==> src/hw/rtl/brb_pkg.sv <==
`timescale 1ns / 1ps
// ----------------------------------------------------------------------------
// brb_pkg: shared types and constants of the byte ring buffer
// Item structs, operation and status codes, and the command word that
// travels from the front part to the back part.
// ----------------------------------------------------------------------------
package brb_pkg;

  localparam int unsigned DEPTH       = 1024;
  localparam int unsigned MAX_RUN     = 64;
  localparam int unsigned PTR_W       = $clog2(DEPTH);
  localparam int unsigned CNT_W       = $clog2(DEPTH + 1);
  localparam int unsigned RUN_W       = 7;
  localparam int unsigned DATA_W      = 8;
  localparam int unsigned FUNC_W      = 3;
  localparam int unsigned QUEUE_DEPTH = 4;
  localparam int unsigned QPTR_W      = $clog2(QUEUE_DEPTH);

  typedef enum logic [FUNC_W-1:0] {
    FUNC_ENQ  = 3'd0,
    FUNC_DEQ  = 3'd1,
    FUNC_PEEK = 3'd2,
    FUNC_SKIP = 3'd3,
    FUNC_ADV  = 3'd4,
    FUNC_CLR  = 3'd5
  } func_e;

  typedef enum logic [1:0] {
    ST_DATA = 2'd0,
    ST_OK   = 2'd1,
    ST_REJ  = 2'd2
  } status_e;

  typedef enum logic [1:0] {
    CMD_NOTE  = 2'd0,
    CMD_WRITE = 2'd1,
    CMD_RUN   = 2'd2
  } cmd_e;

  typedef struct packed {
    logic [FUNC_W-1:0] func;
    logic [DATA_W-1:0] data_in;
    logic [RUN_W-1:0]  count;
  } in_item_t;

  typedef struct packed {
    logic [DATA_W-1:0] data_out;
    logic              last;
    logic [1:0]        status;
    logic [CNT_W-1:0]  used_count;
    logic [CNT_W-1:0]  free_count;
    logic [CNT_W-1:0]  direct_write_room;
    logic [CNT_W-1:0]  direct_read_room;
  } out_item_t;

  // One unit of work for the back part, with the fill state after the word.
  typedef struct packed {
    cmd_e              kind;
    status_e           status;
    logic [DATA_W-1:0] data;
    logic [PTR_W-1:0]  addr;
    logic [RUN_W-1:0]  len;
    logic [CNT_W-1:0]  used;
    logic [PTR_W-1:0]  wp;
    logic [PTR_W-1:0]  rp;
  } cmd_t;

endpackage

==> src/hw/rtl/brb_cmd_queue.sv <==
`timescale 1ns / 1ps
// ----------------------------------------------------------------------------
// brb_cmd_queue: short command queue
// Small first-in first-out store that decouples the front and back parts.
// ----------------------------------------------------------------------------
module brb_cmd_queue import brb_pkg::*; (
  input  logic clk_i,
  input  logic rst_ni,
  input  logic push_valid_i,
  output logic push_ready_o,
  input  cmd_t push_cmd_i,
  output logic pop_valid_o,
  input  logic pop_ready_i,
  output cmd_t pop_cmd_o
);

  cmd_t              slot_q [QUEUE_DEPTH];
  logic [QPTR_W-1:0] wr_q, rd_q;
  logic [QPTR_W:0]   fill_q;
  logic              push, pop;

  assign push_ready_o = fill_q != (QPTR_W+1)'(QUEUE_DEPTH);
  assign pop_valid_o  = fill_q != '0;
  assign pop_cmd_o    = slot_q[rd_q];
  assign push         = push_valid_i && push_ready_o;
  assign pop          = pop_valid_o && pop_ready_i;

  always_ff @(posedge clk_i) begin
    if (push) begin
      slot_q[wr_q] <= push_cmd_i;
    end
  end

  always_ff @(posedge clk_i or negedge rst_ni) begin
    if (!rst_ni) begin
      wr_q   <= '0;
      rd_q   <= '0;
      fill_q <= '0;
    end else begin
      if (push) begin
        wr_q <= (wr_q == QPTR_W'(QUEUE_DEPTH - 1)) ? '0 : wr_q + QPTR_W'(1);
      end
      if (pop) begin
        rd_q <= (rd_q == QPTR_W'(QUEUE_DEPTH - 1)) ? '0 : rd_q + QPTR_W'(1);
      end
      if (push && !pop) begin
        fill_q <= fill_q + (QPTR_W+1)'(1);
      end else if (pop && !push) begin
        fill_q <= fill_q - (QPTR_W+1)'(1);
      end
    end
  end

endmodule

==> config.mk <==
export PLATFORM = sky130hd
export DESIGN_NAME = brb_cmd_queue
export DESIGN_NICKNAME = d
export VERILOG_FILES = /design/src/hw/rtl/brb_pkg.sv /design/src/hw/rtl/brb_cmd_queue.sv
export SDC_FILE = /design/constraint.sdc
export NUM_CORES = 1
export LEC_CHECK = 0
export BUFFER_PORTS_ARGS = -buffer_cell sky130_fd_sc_hd__buf_4
export CORE_MARGIN = 1.5
export CORE_UTILIZATION = 45
export DETAILED_ROUTE_END_ITERATION = 10
export GPL_TIMING_DRIVEN = 0
export SLEW_MARGIN = 0
export SYNTH_ARGS = -nofsm -noshare
export SYNTH_HDL_FRONTEND = slang
export SYNTH_SLANG_ARGS = --single-unit
==> constraint.sdc <==
create_clock -name clk_i -period 2.4 [get_ports clk_i]
set_input_delay 0.36 -clock clk_i [delete_from_list [all_inputs] [get_ports clk_i]]
set_output_delay 0.36 -clock clk_i [all_outputs]
set_load 0.05 [all_outputs]
==> metrics.txt <==
status finished clean; vias in the first global route 4502; delay-heaviest family, CP buffers and inverters; Slew headroom 68.4%; wire length on met3 777 microns; CP Cell Sequence buf_12 -> buf_8 -> mux4_2 -> buf_4; Startpoint Class flip-flop; starting density of the core 46.2%; syn_nets 421; Final GP Congestion 0.705; Clock H-tree levels 1; Clk Tree Root Cell clkbuf_16; worst hold path class in2reg; Seq/Total Area, Yosys 81.3%; TritonCTS Sinks 247; post-DR vias/cell 5.11; Avg Synthesized Cell Area 25.9 sq um; Synth area leaders edfxtp_1 (79%), mux4_2 (15%), dfrtp_1 (1.9%); Crit. End Element output port; Buffers & Inverters on Critical Path 3; Setup CP Type reg2out; final-report max-slew violation count 0; cts bufs inserted 25; routed wl met2 8050 microns; Metal-1 WL 6640 microns; GRT Overall Usage 15.4%; fraction of layout cells with a size suffix above 1 47.8%; CP peak stage delay 0.51 ns; top sig layer met4; slowest stage cell, crit path mux4_2; Leak Pwr 3.91 nW; fillers 1494; Rows 51; first-pass GRT wire length 25000 microns; clk_skew 0.00766 ns; worst vdd ir 0.938 mV; # IOs 126; Clock Tree Buf Depth 3; worst path required time 2.04 ns; Total Power 16.2 mW; setup TNS 0 ns; Final HPWL DP 9760 microns; Final Cycle Share 97.1%; Post-Route WL 15700 microns; Antenna Nets Post-Route 0; clock transition at the registers of the reported paths 0.06 ns; TritonCTS clock tree yes; synth warn 0; die area 21000 sq um; pwr dens 1430 nW/um^2; worst-margin pin slew 0.475 ns; crit path DAT 1.97 ns; Max-cap violations 0; Yosys top cell by area edfxtp_1; Die X-Extent 145 microns; number of synthesized register bits 247; Mapped Cells 350; top cell type's share of synthesized area 79.4%; Max FO, Critical Path 10; # setup viols final 0; Initial DRC Count 234; n_diodes 0; Synth-to-Final Area Change 24.7%; top post-synthesis cells by count edfxtp_1 (240), mux4_2 (60), dfrtp_1 (7), buf_4 (6), ha_1 (6); Util after Layout 57.6%; Pre-Repair DR Iteration Count 4; DIE HEIGHT 145 microns; maximum clock frequency 0.429 GHz; Via Count 4038; Netlist cell types 19; core region area 19700 sq um; Wirelength per Cell 19.9 microns; endpoints failing hold 0; largest net degree at the start of global routing 40; total gr overflow 0; mapped cell area 9080 sq um; most common cell in the netlist edfxtp_1; ys flop type edfxtp_1; initial antenna violation count 0; EDFF count, synth 240; RSZ-0062 raised after global routing yes; hold slack 0.0562 ns; Final Net Count 579; Async SR Flop Fraction 2.83%; port bufs 125; minimum clock period after layout 2.33 ns; # DRC 0; clock latency on the worst-skew pair 0.50 ns
[per-stage QoR]
stage / area (sq um) / setup slack (ns) / instances
after floorplan: 9080 / 0.108 / 350
after global placement: 10400 / -0.115 / 740
after detailed placement: 10500 / 0.134 / 744
after CTS: 11300 / -0.00270 / 789
after global routing: 11300 / -0.0261 / 790
final: 11300 / 0.0701 / 790
[where the power goes]
group	switching (mW)	internal (mW)	total [mW]
registers	0.204	5.70	5.90
logic	4.31	2.53	6.85
clock network	1.48	2.00	3.48
[sequential cells by signal, indices dropped and copies added, names as in the netlist]
| signal | cells |
|---|---|
| slot_q | 240 |
| rd_q | 2 |
| wr_q | 2 |
| fill_q | 3 |
[cells in the final DEF, fill, tap and decap left out, drive strengths merged]
master	count
fa	1
clkinvlp	2
and2	1
dlygate4sd3	1
mux2	5
inv	3
clkinv	13
or3b	1
mux4	60
or3	1
bufinv	1
clkbuf	29
nor2	3
edfxtp	240
xor2	2
and3	4
nand2	1
xnor2	1
buf	143
ha	6
dfrtp	7
[final timing paths]
check / from / to / slack (ns) / cells past startpoint
max: rd_q[0] / pop_cmd_o[40] / 0.07 / 4
min: push_cmd_i[26] / slot_q[2][26] / 0.06 / 1
max reg2reg: fill_q[1] / fill_q[2] / 0.12 / 8
min reg2reg: fill_q[2] / fill_q[2] / 0.50 / 1
max in group asynchronous: rst_ni / fill_q[2] / 2.07 / 2
min in group asynchronous: rst_ni / fill_q[1] / 0.20 / 2
[metal layers]
layer | vias to the layer above | track usage [%]
met5 | - | 0
met4 | 0 | 4.13
met1 | 2097 | 20.1
li1 | 1826 | -
met2 | 96 | 26.9
met3 | 19 | 2.80
[area by class of cell]
class                      instances  area (sq um)  share of cell area, %
sequential                       247          7380                   65.2
tap                              265           332                   2.93
clock inverter                    16           103                  0.906
timing repair buffer             131          1070                   9.41
multi-input combinational         86          1620                   14.3
buffer                            14           173                   1.52
clock buffer                      28           637                   5.62
inverter                           3          11.3                 0.0994
[cell families after synthesis]
kind of cell	after synthesis	share of synthesized area, %
and+or+nand+nor	11	0.799
adders and majority gates	7	1.05
muxes	65	15.6
xor gates and xnor gates	3	0.289
DFF	247	81.3
buffers and inverters	17	0.992
[repair_timing]
| action | in CTS | in global routing |
|---|---|---|
| hold endpoints to repair | 7 | 0 |
| hold buffers | 1 | 0 |
| gates resized for setup | 18 | 14 |
| endpoints found under the setup margin | 58 | 59 |
| buffers inserted | 0 | 1 |
Note: power is estimated with default switching activity, not from simulation.
