==> src/hw/rtl/brb_pkg.sv <==
`timescale 1ns / 1ps
// ----------------------------------------------------------------------------
// brb_pkg: shared types and constants of the byte ring buffer
// Item structs, operation and status codes, and the command word that
// travels from the front part to the back part.
// ----------------------------------------------------------------------------
package brb_pkg;

  localparam int unsigned DEPTH       = 1024;
  localparam int unsigned MAX_RUN     = 64;
  localparam int unsigned PTR_W       = $clog2(DEPTH);
  localparam int unsigned CNT_W       = $clog2(DEPTH + 1);
  localparam int unsigned RUN_W       = 7;
  localparam int unsigned DATA_W      = 8;
  localparam int unsigned FUNC_W      = 3;
  localparam int unsigned QUEUE_DEPTH = 4;
  localparam int unsigned QPTR_W      = $clog2(QUEUE_DEPTH);

  typedef enum logic [FUNC_W-1:0] {
    FUNC_ENQ  = 3'd0,
    FUNC_DEQ  = 3'd1,
    FUNC_PEEK = 3'd2,
    FUNC_SKIP = 3'd3,
    FUNC_ADV  = 3'd4,
    FUNC_CLR  = 3'd5
  } func_e;

  typedef enum logic [1:0] {
    ST_DATA = 2'd0,
    ST_OK   = 2'd1,
    ST_REJ  = 2'd2
  } status_e;

  typedef enum logic [1:0] {
    CMD_NOTE  = 2'd0,
    CMD_WRITE = 2'd1,
    CMD_RUN   = 2'd2
  } cmd_e;

  typedef struct packed {
    logic [FUNC_W-1:0] func;
    logic [DATA_W-1:0] data_in;
    logic [RUN_W-1:0]  count;
  } in_item_t;

  typedef struct packed {
    logic [DATA_W-1:0] data_out;
    logic              last;
    logic [1:0]        status;
    logic [CNT_W-1:0]  used_count;
    logic [CNT_W-1:0]  free_count;
    logic [CNT_W-1:0]  direct_write_room;
    logic [CNT_W-1:0]  direct_read_room;
  } out_item_t;

  // One unit of work for the back part, with the fill state after the word.
  typedef struct packed {
    cmd_e              kind;
    status_e           status;
    logic [DATA_W-1:0] data;
    logic [PTR_W-1:0]  addr;
    logic [RUN_W-1:0]  len;
    logic [CNT_W-1:0]  used;
    logic [PTR_W-1:0]  wp;
    logic [PTR_W-1:0]  rp;
  } cmd_t;

endpackage

==> src/hw/rtl/brb_front.sv <==
`timescale 1ns / 1ps
// ----------------------------------------------------------------------------
// brb_front: accept and classify operations
// Holds the pointers and fill count, checks sizes, and pushes one command
// per accepted word of a known operation into the command queue.
// ----------------------------------------------------------------------------
module brb_front import brb_pkg::*; (
  input  logic     clk_i,
  input  logic     rst_ni,
  input  logic     in_valid_i,
  output logic     in_ready_o,
  input  in_item_t in_data_i,
  input  logic     init_done_i,
  input  logic     push_ready_i,
  output logic     push_valid_o,
  output cmd_t     push_cmd_o
);

  function automatic logic [PTR_W-1:0] ptr_add(input logic [PTR_W-1:0] p,
                                               input logic [CNT_W-1:0] n);
    logic [CNT_W:0] s;
    s = (CNT_W+1)'(p) + (CNT_W+1)'(n);
    if (s >= (CNT_W+1)'(DEPTH)) begin
      s = s - (CNT_W+1)'(DEPTH);
    end
    return PTR_W'(s);
  endfunction

  logic [CNT_W-1:0] used_q, used_d;
  logic [PTR_W-1:0] rp_q, rp_d;
  logic [PTR_W-1:0] wp_q, wp_d;
  logic [CNT_W-1:0] cnt;
  logic [CNT_W-1:0] free;
  logic             known;
  logic             fire;
  cmd_t             cmd;

  assign in_ready_o = init_done_i && push_ready_i;
  assign fire       = in_valid_i && in_ready_o;
  assign cnt        = CNT_W'(in_data_i.count);
  assign free       = CNT_W'(DEPTH) - used_q;

  always_comb begin
    used_d     = used_q;
    rp_d       = rp_q;
    wp_d       = wp_q;
    known      = 1'b1;
    cmd.kind   = CMD_NOTE;
    cmd.status = ST_OK;
    cmd.data   = in_data_i.data_in;
    cmd.addr   = wp_q;
    cmd.len    = in_data_i.count;
    unique case (func_e'(in_data_i.func))
      FUNC_ENQ: begin
        if (used_q == CNT_W'(DEPTH)) begin
          cmd.status = ST_REJ;
        end else begin
          cmd.kind = CMD_WRITE;
          wp_d     = ptr_add(wp_q, CNT_W'(1));
          used_d   = used_q + CNT_W'(1);
        end
      end
      FUNC_DEQ, FUNC_PEEK: begin
        cmd.addr = rp_q;
        if (cnt > used_q || cnt > CNT_W'(MAX_RUN)) begin
          cmd.status = ST_REJ;
        end else if (cnt != '0) begin
          cmd.kind = CMD_RUN;
          if (func_e'(in_data_i.func) == FUNC_DEQ) begin
            rp_d   = ptr_add(rp_q, cnt);
            used_d = used_q - cnt;
          end
        end
      end
      FUNC_SKIP: begin
        if (cnt > used_q) begin
          cmd.status = ST_REJ;
        end else begin
          rp_d   = ptr_add(rp_q, cnt);
          used_d = used_q - cnt;
        end
      end
      FUNC_ADV: begin
        if (cnt > free) begin
          cmd.status = ST_REJ;
        end else begin
          wp_d   = ptr_add(wp_q, cnt);
          used_d = used_q + cnt;
        end
      end
      FUNC_CLR: begin
        rp_d   = '0;
        wp_d   = '0;
        used_d = '0;
      end
      default: begin
        known = 1'b0;
      end
    endcase
    cmd.used = used_d;
    cmd.wp   = wp_d;
    cmd.rp   = rp_d;
  end

  assign push_valid_o = fire && known;
  assign push_cmd_o   = cmd;

  always_ff @(posedge clk_i or negedge rst_ni) begin
    if (!rst_ni) begin
      used_q <= '0;
      rp_q   <= '0;
      wp_q   <= '0;
    end else if (fire) begin
      used_q <= used_d;
      rp_q   <= rp_d;
      wp_q   <= wp_d;
    end
  end

endmodule

==> config.mk <==
export PLATFORM = sky130hd
export DESIGN_NAME = brb_front
export DESIGN_NICKNAME = d
export VERILOG_FILES = /design/src/hw/rtl/brb_pkg.sv /design/src/hw/rtl/brb_front.sv
export SDC_FILE = /design/constraint.sdc
export NUM_CORES = 1
export LEC_CHECK = 0
export BUFFER_PORTS_ARGS = -buffer_cell sky130_fd_sc_hd__buf_2
export CAP_MARGIN = 15
export CORE_ASPECT_RATIO = 1.1
export CORE_MARGIN = 2
export CORE_UTILIZATION = 50
export DETAILED_ROUTE_END_ITERATION = 16
export HOLD_SLACK_MARGIN = 0.03
export PLACE_DENSITY = 0.75
export SKIP_CTS_REPAIR_TIMING = 1
export SLEW_MARGIN = 20
export SYNTH_ARGS = -nofsm -noshare
export SYNTH_HDL_FRONTEND = slang
export SYNTH_SLANG_ARGS = --single-unit
==> constraint.sdc <==
create_clock -name clk_i -period 3.5 [get_ports clk_i]
set_input_delay 0.7 -clock clk_i [delete_from_list [all_inputs] [get_ports clk_i]]
set_output_delay 0.7 -clock clk_i [all_outputs]
set_load 0.01 [all_outputs]
==> impl_results.md, run 1 <==
* Met2 Use GR at 0.6201
* Initial antenna violation count at 0
* Clock Latency Late Sink at 0.31 ns
* CP Cell Sequence: buf_6 > or4_4 > nor2_4 > xor2_1 > ha_1 > a21o_1 > a21o_1 > o211ai_4 > buf_6 > buf_6 > a31o_1 > nand3_2 > o31ai_2 > buf_2
* DR WL/cell at about 21 um
* Final Hold Viols at 0
* R2R Path Start: used_q[1]$_DFFE_PN0P_
* Syn nets at 662
* Status: complete, but fails checks
* Leakage at 2.944 nW
* Yosys warns at 0
* Slowest-stage cell, CP: dfrtp_2
* Via count at 5660
* Clk buf depth at 2
* WP data arrival at about 3.5 ns
* GR peak layer: met2
* Routed Antenna Nets at 0
* Vias in the first global route at ~5500
* DR DRC count at 0
* Area grow syn2layout at 37.92%
* Final #Nets at around 830
* CP startpoint: used_q[0]$_DFFE_PN0P_
* Met1 GRT Util at 0.4598
* WS Path Type: reg -> out
* CP endpoint kind: output pin
* Most used cell, CP: buf_6
* Placed Cells at 869
* Clk_skew at 0.005974 ns
* Period utilization at 1.209
* Largest net degree at the start of global routing at 32
* Post-Place Setup Slack at -0.4516 ns
* CTS root buffer: clkbuf_8
* Share of cells above drive strength 1 at 0.4013
* HPWL after detailed placement at 14.41 mm
* Final worst slack at -0.7307 ns
* CTS tree: built
* Startpoint Class: register
* Critical Path RT at about 2.8 ns
* Ys async rst share at 1.000
* Starting Density at 0.5143
* GPL Wtd Cong at 1.046
* First-pass GRT wire length at 28.57 mm
* Setup-failing EPs final at 33
* Hold WC Path Type: in -> async
* Max Cap Viol at 0
* Sequential share of the synthesized area at 0.1708
* Crit path max-delay family: compound AO/OA/AOI/OAI gates
* Worst relative slew slack at 0.4221
* Minimum clock period after layout at 4.231 ns
* Top cell type's share of synthesized area at 0.1708
* Met3 Track Usage GR at 0.05797
* Gr usage total at 0.3728
* Worst-Margin Slew at 0.8669 ns
* Most frequent cells in the layout: buf_4 (140), buf_2 (68), nand2_1 (57)
* H-tree depth at 2
* Crit path max fanout at 6
* Commonest non-fill, non-tap cell in the layout: buf_4
* Die H at 103.9 um
* WHS at 0.5005 ns
* Syn Inst Count at 597
* Congestion Overflow GR at 0
* Die area at 9860 sq um
* Clock-pin slew reported for the worst setup and hold paths after clock tree synthesis at 0.08 ns
* Total Wirelength at 18.64 mm
* Sink Count at 31
* Finished Layout Cells at 884
* VDD IR max at ~0.00042 V
* Synthesized area per cell at 7.606 sq um
* Power Density at 634.9 nW/um^2
* Core box area at roughly 9000 sq um
* First-pass DRT Iterations at 5
* Dominant cell type by area after synthesis: dfrtp_1
* Number of DRC markers in iteration 0 at 415
* Failing checks: setup timing
* Post-synth cell types at a little under 80
* I/O pin count at 85
* CP peak stage delay at 0.45 ns
* Synth Flop Type: dfrtp_1
* Netlist Area Pre-Place at 4541 sq um
* Count of input and output buffers at 68
* Yosys reg bits at 31
* EDFF count, synth at 0
* Horiz. Die Dim at 94.86 um
* Final Slew Violations at 0
* Unrepaired setup endpoints after global routing: true
* Fmax at 236.4 MHz
* Rows at 36
* Number of CTS-inserted buffers at 5
* Area contributors post-synth: dfrtp_1 (17%), ha_1 (10%), nand2_1 (4.8%)
* Final Util at 0.7093
* Antenna Cells at 0
* Via density per instance at 6.403
* Buffers plus inverters on the worst setup path at 4
state kept, by name, summed over array words and instances (netlist names):
| name | count |
|---|---|
| wp_q | 10 |
| used_q | 11 |
| rp_q | 10 |
final timing paths:
kind | to | slack (ns) | depth (start not counted)
worst max-delay path | push_cmd_o[18] | -0.73 | 14
worst min-delay path | wp_q[5]$_DFFE_PN0P_ | 0.50 | 1
worst max register to register | wp_q[8]$_DFFE_PN0P_ | 0.09 | 17
worst min register to register | rp_q[9]$_DFFE_PN0P_ | 0.54 | 1
max in group asynchronous | used_q[1]$_DFFE_PN0P_ | 2.41 | 1
min in group clk_i | rp_q[9]$_DFFE_PN0P_ | 0.54 | 1
final cells by class:
type | count | area, sq um
clock buffer | 5 | 68.82
clock inverter | 3 | 20.02
fill | 759 | 2566
inverter | 32 | 122.6
multi-input combinational | 485 | 3659
sequential | 31 | 778.2
tap | 114 | 142.6
timing repair buffer | 214 | 1471
per-stage QoR:
step | cell area, sq um | power (W) | setup TNS (ns)
2_1_floorplan | 4688 | 0.002293 | -1.528
3_3_place_gp | 5931 | 0.003370 | -8.549
3_5_place_dp | 5931 | 0.003445 | -9.781
4_1_cts | 6020 | 0.003785 | -18.33
5_1_grt | 6262 | 0.004238 | -18.60
6_report | 6262 | 0.003976 | -15.16
synth_stat cells (all sizes together) (11+ instances only):
cell type	number
nor2	49
nand3	18
nor3	21
mux2	19
inv	31
o211ai	11
and3	11
a21oi	36
o21ai	40
xnor2	13
dfrtp	31
nand2	58
buf	26
clkbuf	23
ha	38
cell families (layout without fill, tap and decap cells):
family	count (synthesis)	after routing	synth area share
xor+xnor	17	17	0.03279
compound gates	190	190	0.2995
flops	31	31	0.1708
fa+ha+maj	42	42	0.1223
buf+inv	81	254	0.08570
simple gates	213	213	0.2329
mux	23	23	0.05594
layer usage:
| metal | routed length [um] | share of wire | up-vias |
|---|---|---|---|
| li1 | - | - | 2570 |
| met1 | 7129 | 0.38 | 2647 |
| met2 | 8833 | 0.47 | 339 |
| met3 | 1438 | 0.077 | 104 |
| met4 | 1243 | 0.067 | 0 |
| met5 | 0 | 0 | - |
power breakdown:
part	total (W)	switching, W	internal [W]
clock network	0.000322	0.000183	0.000139
logic	0.00302	0.00157	0.00144
registers	0.000638	0.000165	0.000473
Note: power is estimated with default switching activity, not from simulation.
==> inputs of run 2 (changes only) <==
CTS_CLUSTER_SIZE = 24   (was unset)
PLACE_DENSITY = 0.85   (was 0.75)
==> run 2 against run 1 <==
Flip-flop and latch count unchanged. Sequential share of layout area shrank 0.73 points. Critical path type unchanged. Sequential power up 3.3%. The run still ends with setup timing left. Clock skew increased by 0.0027 ns. Routed wire length is 7.4% higher. Fmax increased by 1.4%.
==> impl_results.md, run 2 (synthesis gave the netlist of run 1 again) <==
* Crit path max fanout at 5 (-1)
* Finished Layout Cells at 891 (+0.79%)
* R2R Path Start: used_q[1]$_DFFE_PN0P_
* Critical Path RT at 2.80 ns (about the same)
* Reg2reg path depth at 11 (-6)
* Routed Antenna Nets at 0 (unchanged)
* Final Slew Violations at 0 (unchanged)
* HPWL after detailed placement at 14.15 mm (-1.8%)
* Leading registers by flop count: used_q x11, rp_q x10, wp_q x10
* Failing checks: setup timing
* Rows at 36 (unchanged)
* Setup-failing EPs final at 33 (unchanged)
* Worst-Margin Slew at 0.8082 ns (-0.05868 ns)
* Die H at 103.9 um (unchanged)
* Area grow syn2layout at 46.57%
* WHS at 0.4765 ns (-0.02399 ns)
* Fmax at 239.7 MHz (+1.4%)
* Flop2flop setup slack at 0.19 ns (+0.10 ns)
* Clock-pin slew reported for the worst setup and hold paths after clock tree synthesis at 0.08 ns (about the same)
* Commonest non-fill, non-tap cell in the layout: buf_4
* Via density per instance at 6.730 (+5.1%)
* Horiz. Die Dim at 94.86 um (unchanged)
* Most frequent cells in the layout: buf_4 (132), buf_2 (59), nand2_1 (54)
* Max reg flops at 11 (unchanged)
* Unrepaired setup endpoints after global routing: true
* Clk_skew at 0.008657 ns (+0.002683 ns)
* Clock Latency Late Sink at 0.31 ns (about the same)
* Total Wirelength at 20.02 mm (+7.4%)
* Clk buf depth at 2 (unchanged)
* Max Cap Viol at 0 (unchanged)
* GPL Wtd Cong at 1.082 (+3.4%)
* CTS root buffer: clkbuf_8
* Power Density at 637.4 nW/um^2 (+0.38%)
* Share of cells above drive strength 1 at 0.4299 (+0.02856)
* Count of input and output buffers at 68 (unchanged)
* Final worst slack at -0.6726 ns (+0.05806 ns)
* Worst R2R End: wp_q[3]$_DFFE_PN0P_
* CTS tree: built
* Number of DRC markers in iteration 0 at 591 (+42%)
* Number of CTS-inserted buffers at 5 (unchanged)
* Gr usage total at 0.3743 (+0.001489)
* DR DRC count at 0 (unchanged)
* Core box area at 8828 sq um (unchanged)
* Initial antenna violation count at 0 (unchanged)
* WP data arrival at 3.47 ns (-0.06 ns)
* First-pass DRT Iterations at 5 (unchanged)
* VDD IR max at 0.0005122 V (+22%)
* Minimum clock period after layout at 4.173 ns (-0.05806 ns)
* Die area at 9860 sq um (unchanged)
* DR WL/cell at 22.46 um (+6.5%)
* WS Path Type: reg -> out
* Leakage at 3.057 nW (+3.8%)
* Starting Density at 0.5143 (unchanged)
* Fillers at 637 (-16%)
* CP endpoint kind: output pin
* Startpoint Class: register
* Antenna Cells at 0 (unchanged)
* Sink Count at 31 (unchanged)
* Vias in the first global route at 5631 (+1.8%)
* Largest net degree at the start of global routing at 32 (unchanged)
* Placed Cells at 863 (-0.69%)
* Top reg by flops: used_q
* Setup TNS at -13.87 ns (+1.297 ns)
* Worst relative slew slack at 0.4612 (+0.03912)
* H-tree depth at 2 (unchanged)
* I/O pin count at 85 (unchanged)
* Final Hold Viols at 0 (unchanged)
* Via count at 5996 (+5.9%)
* First-pass GRT wire length at 28.81 mm (+0.85%)
* Period utilization at 1.192 (-0.01659)
* Congestion Overflow GR at 0 (unchanged)
* Status: complete, but fails checks
* Hold WC Path Type: in -> async
* Final #Nets at 841 (+0.84%)
run 2: through the flow:
stage / setup slack, ns / instance area, sq um / power (W) / utilization
2_1_floorplan: -0.1816 / 4688 / 0.002293 / -
3_3_place_gp: -0.3579 / 5898 / 0.003341 / 0.6681
3_5_place_dp: -0.3560 / 5898 / 0.003420 / 0.6681
4_1_cts: -0.7092 / 5998 / 0.003781 / 0.6794
5_1_grt: -0.7317 / 6655 / 0.004488 / 0.7538
6_report: -0.6726 / 6655 / 0.004242 / 0.7538
run 2: power breakdown:
part	switching, W	total (W)	leakage [nW]	internal (W)
Sequential	0.000186	0.000659	0.380	0.000473
Clock	0.000174	0.000354	0.0515	0.000180
Combinational	0.00166	0.00323	2.63	0.00157
Total	0.00202	0.00424	3.06	0.00222
run 2: how the worst max path moves through the flow:
stage	start	to	slack (ns)
2_1_floorplan	used_q[0]$_DFFE_PN0P_	push_cmd_o[29]	-0.18
3_3_place_gp	used_q[0]$_DFFE_PN0P_	push_cmd_o[21]	-0.36
3_5_place_dp	used_q[0]$_DFFE_PN0P_	push_cmd_o[21]	-0.36
4_1_cts	used_q[0]$_DFFE_PN0P_	push_cmd_o[17]	-0.71
5_1_grt	used_q[1]$_DFFE_PN0P_	push_cmd_o[21]	-0.73
6_report	used_q[1]$_DFFE_PN0P_	push_cmd_o[21]	-0.67
run 2: area by class of cell:
class                   count  area, sq um  share of cell area
flip-flops and latches     31        778.2              0.1169
repair buffers            221         1649              0.2478
inverters                  32        122.6             0.01842
well taps                 114        142.6             0.02143
multi-input cells         485         3862              0.5804
clock buffers               8        100.1             0.01504
run 2: worst max-delay path, cell delays in order (launching register included):
cell	delay, ns
dfrtp_2	0.44
inv_2	0.09
ha_4	0.13
or3b_4	0.40
buf_4	0.15
xnor2_1	0.12
ha_1	0.31
nand3_2	0.09
nor2_2	0.05
a21oi_2	0.19
o211a_1	0.23
buf_6	0.15
mux2i_4	0.25
o2111ai_2	0.14
mux2_4	0.27
buf_2	0.14
run 2: metal layers:
layer / wire [um] / up-vias / global-route usage
li1: - / 2586 / -
met4: 1425 / 0 / 0.2164
met5: 0 / - / 0
met2: 9366 / 462 / 0.6084
met1: 7336 / 2803 / 0.4623
met3: 1887 / 145 / 0.05797
==> inputs of run 3 (changes only) <==
CORE_ASPECT_RATIO = 2   (was 1.1)
CTS_CLUSTER_SIZE = 16   (was 24)
==> run 3 against run 2 <==
The flow still finishes with violations (setup timing). Critical path depth is 3 lower. Combinational power grew 10%. Final cell count is 1.1% higher. Die area rose by 0.47%. Sequential power increased by 3%. First-iteration DRC count decreased by 4.2%. Register-to-register slack got worse by 0.05 ns. Setup slack better by 0.043 ns. Hold slack gained 0.043 ns. Power grew 12%. Count of clock-buffer cells in the layout is 1 lower. Clock power grew 47%. Largest power group unchanged.
==> impl_results.md, run 3 (synthesis gave the netlist of run 1 again) <==
* Die H at 138.8 um (+34%)
* Core box area at 8890 sq um (+0.69%)
* Via count at 6167 (+2.9%)
* HPWL after detailed placement at 16.10 mm (+14%)
* Via density per instance at 6.845 (+1.7%)
* Clock Latency Late Sink at 0.29 ns (-0.02 ns)
* Die area at 9906 sq um (+0.47%)
* Crit path max fanout at 4 (-1)
* Count of input and output buffers at 68 (unchanged)
* Final Slew Violations at 0 (unchanged)
* Antenna Cells at 0 (unchanged)
* Clk buf depth at 2 (unchanged)
* Hold WC Path Type: in -> async
* WS Path Type: reg -> out
* Startpoint Class: register
* Area grow syn2layout at 53.68%
* Gr usage total at 0.4076 (+0.03335)
* Setup TNS at -12.00 ns (+1.863 ns)
* Power Density at 681.6 nW/um^2 (+6.9%)
* Minimum clock period after layout at 4.130 ns (-0.04260 ns)
* Clock-pin slew reported for the worst setup and hold paths after clock tree synthesis at 0.06 ns (-0.02 ns)
* Largest net degree at the start of global routing at 32 (unchanged)
* Number of DRC markers in iteration 0 at 566 (-4.2%)
* First-pass GRT wire length at 30.93 mm (+7.4%)
* Max Cap Viol at 0 (unchanged)
* CTS root buffer: clkbuf_16
* Initial antenna violation count at 0 (unchanged)
* Critical Path RT at 2.80 ns (about the same)
* Rows at 49 (+36%)
* Period utilization at 1.180 (-0.01217)
* Max reg flops at 11 (unchanged)
* WP data arrival at 3.43 ns (-0.04 ns)
* Clk_skew at 0.008355 ns (-0.0003021 ns)
* Post-Place Cell Area at 6043 sq um (+2.5%)
* Routed Antenna Nets at 0 (unchanged)
* Worst-Margin Slew at 0.8547 ns (+0.04643 ns)
* Fmax at 242.1 MHz (+1.0%)
* Top reg by flops: used_q
* First-pass DRT Iterations at 6 (+1)
* Horiz. Die Dim at 71.39 um (-25%)
* Share of cells above drive strength 1 at 0.4606 (+0.03072)
* Worst relative slew slack at 0.4302 (-0.03096)
* Final Hold Viols at 0 (unchanged)
* CP endpoint kind: output pin
* I/O pin count at 85 (unchanged)
* Starting Density at 0.5108 (-0.003547)
* Most frequent cells in the layout: buf_4 (148), buf_2 (60), nand2_1 (55)
* Number of CTS-inserted buffers at 5 (unchanged)
* H-tree depth at 2 (unchanged)
* Congestion Overflow GR at 0 (unchanged)
* Commonest non-fill, non-tap cell in the layout: buf_4
* DR DRC count at 0 (unchanged)
* Failing checks: setup timing
* Post-Place Setup Slack at -0.5167 ns (-0.1607 ns)
* Vias in the first global route at 5918 (+5.1%)
* Final #Nets at 863 (+2.6%)
* Status: complete, but fails checks
* Final Cell Area at 6978 sq um (+4.9%)
* Leading registers by flop count: used_q x11, rp_q x10, wp_q x10
* VDD IR max at 0.0006060 V (+18%)
* WHS at 0.5197 ns (+0.04319 ns)
* Sink Count at 31 (unchanged)
* Leakage at 3.199 nW (+4.7%)
* DR WL/cell at 24.93 um (+11%)
* GPL Wtd Cong at 1.004 (-7.2%)
* Final worst slack at -0.6300 ns (+0.04260 ns)
* Total Wirelength at 22.47 mm (+12%)
* CTS tree: built
* Unrepaired setup endpoints after global routing: true
* Setup-failing EPs final at 28 (-15%)
==> run 3: changes by cell type in the layout (fill, tap and decap cells not counted), moves of 3 or more <==
| cell | delta |
|---|---|
| buf_4 | +16 |
| clkbuf_8 | -7 |
| clkbuf_16 | +5 |
| ha_1 | -5 |
| ha_4 | +4 |
| buf_12 | +3 |
| nor2_1 | -3 |
| nor2_2 | +3 |
| nor3_2 | +3 |
==> run 3: power breakdown <==
group          total (W)  leakage, nW  internal, W  switching [W]
registers       0.000676        0.380     0.000474       0.000202
clock network   0.000519       0.0781     0.000337       0.000182
logic            0.00356         2.74      0.00172        0.00184
==> run 3: path summary, 6_finish.rpt <==
path                                       start               endpoint  slack, ns  cells after the start
min                                       rst_ni    rp_q[1]$_DFFE_PN0P_       0.52                      1
max                        used_q[3]$_DFFE_PN0P_         push_cmd_o[20]      -0.63                     12
max reg2reg                used_q[3]$_DFFE_PN0P_    wp_q[3]$_DFFE_PN0P_       0.14                     13
min in group clk_i           rp_q[6]$_DFFE_PN0P_    rp_q[6]$_DFFE_PN0P_       0.58                      1
max in group asynchronous                 rst_ni  used_q[1]$_DFFE_PN0P_       2.39                      1
min reg2reg                  rp_q[6]$_DFFE_PN0P_    rp_q[6]$_DFFE_PN0P_       0.58                      1
==> run 3: worst max-delay path, cell delays in order (launching register included) <==
cell	delay (ns)
dfrtp_2	0.44
or4_4	0.55
nor2_4	0.15
xor2_2	0.15
ha_1	0.27
a21o_1	0.17
a21o_1	0.18
buf_6	0.12
o211ai_4	0.24
o22ai_1	0.13
and3_1	0.23
or3_4	0.36
buf_2	0.15
==> run 3: metal layers <==
metal,global-route usage,up-vias,routed length [um]
met4,0.3019,0,2439
met2,0.7437,464,11520
met5,0,-,0
li1,-,2643,-
met1,0.4098,2883,6923
met3,0.03634,177,1583
==> run 3: cell type report <==
type	count	area, sq um
multi-input cells	485	3923
fillers	590	1912
repair buffers	243	1864
flip-flops and latches	31	778.2
clock buffers	7	132.6
well taps	102	127.6
inverters	32	122.6
clock inverters	1	30.03
==> run 3: through the flow <==
step / total power [W] / cells / util
CTS: 0.004173 / 877 / 0.6981
finish: 0.004756 / 901 / 0.7849
floorplan: 0.002293 / 597 / -
global placement: 0.003562 / 869 / 0.6798
detailed placement: 0.003638 / 869 / 0.6798
global route: 0.004959 / 901 / 0.7849
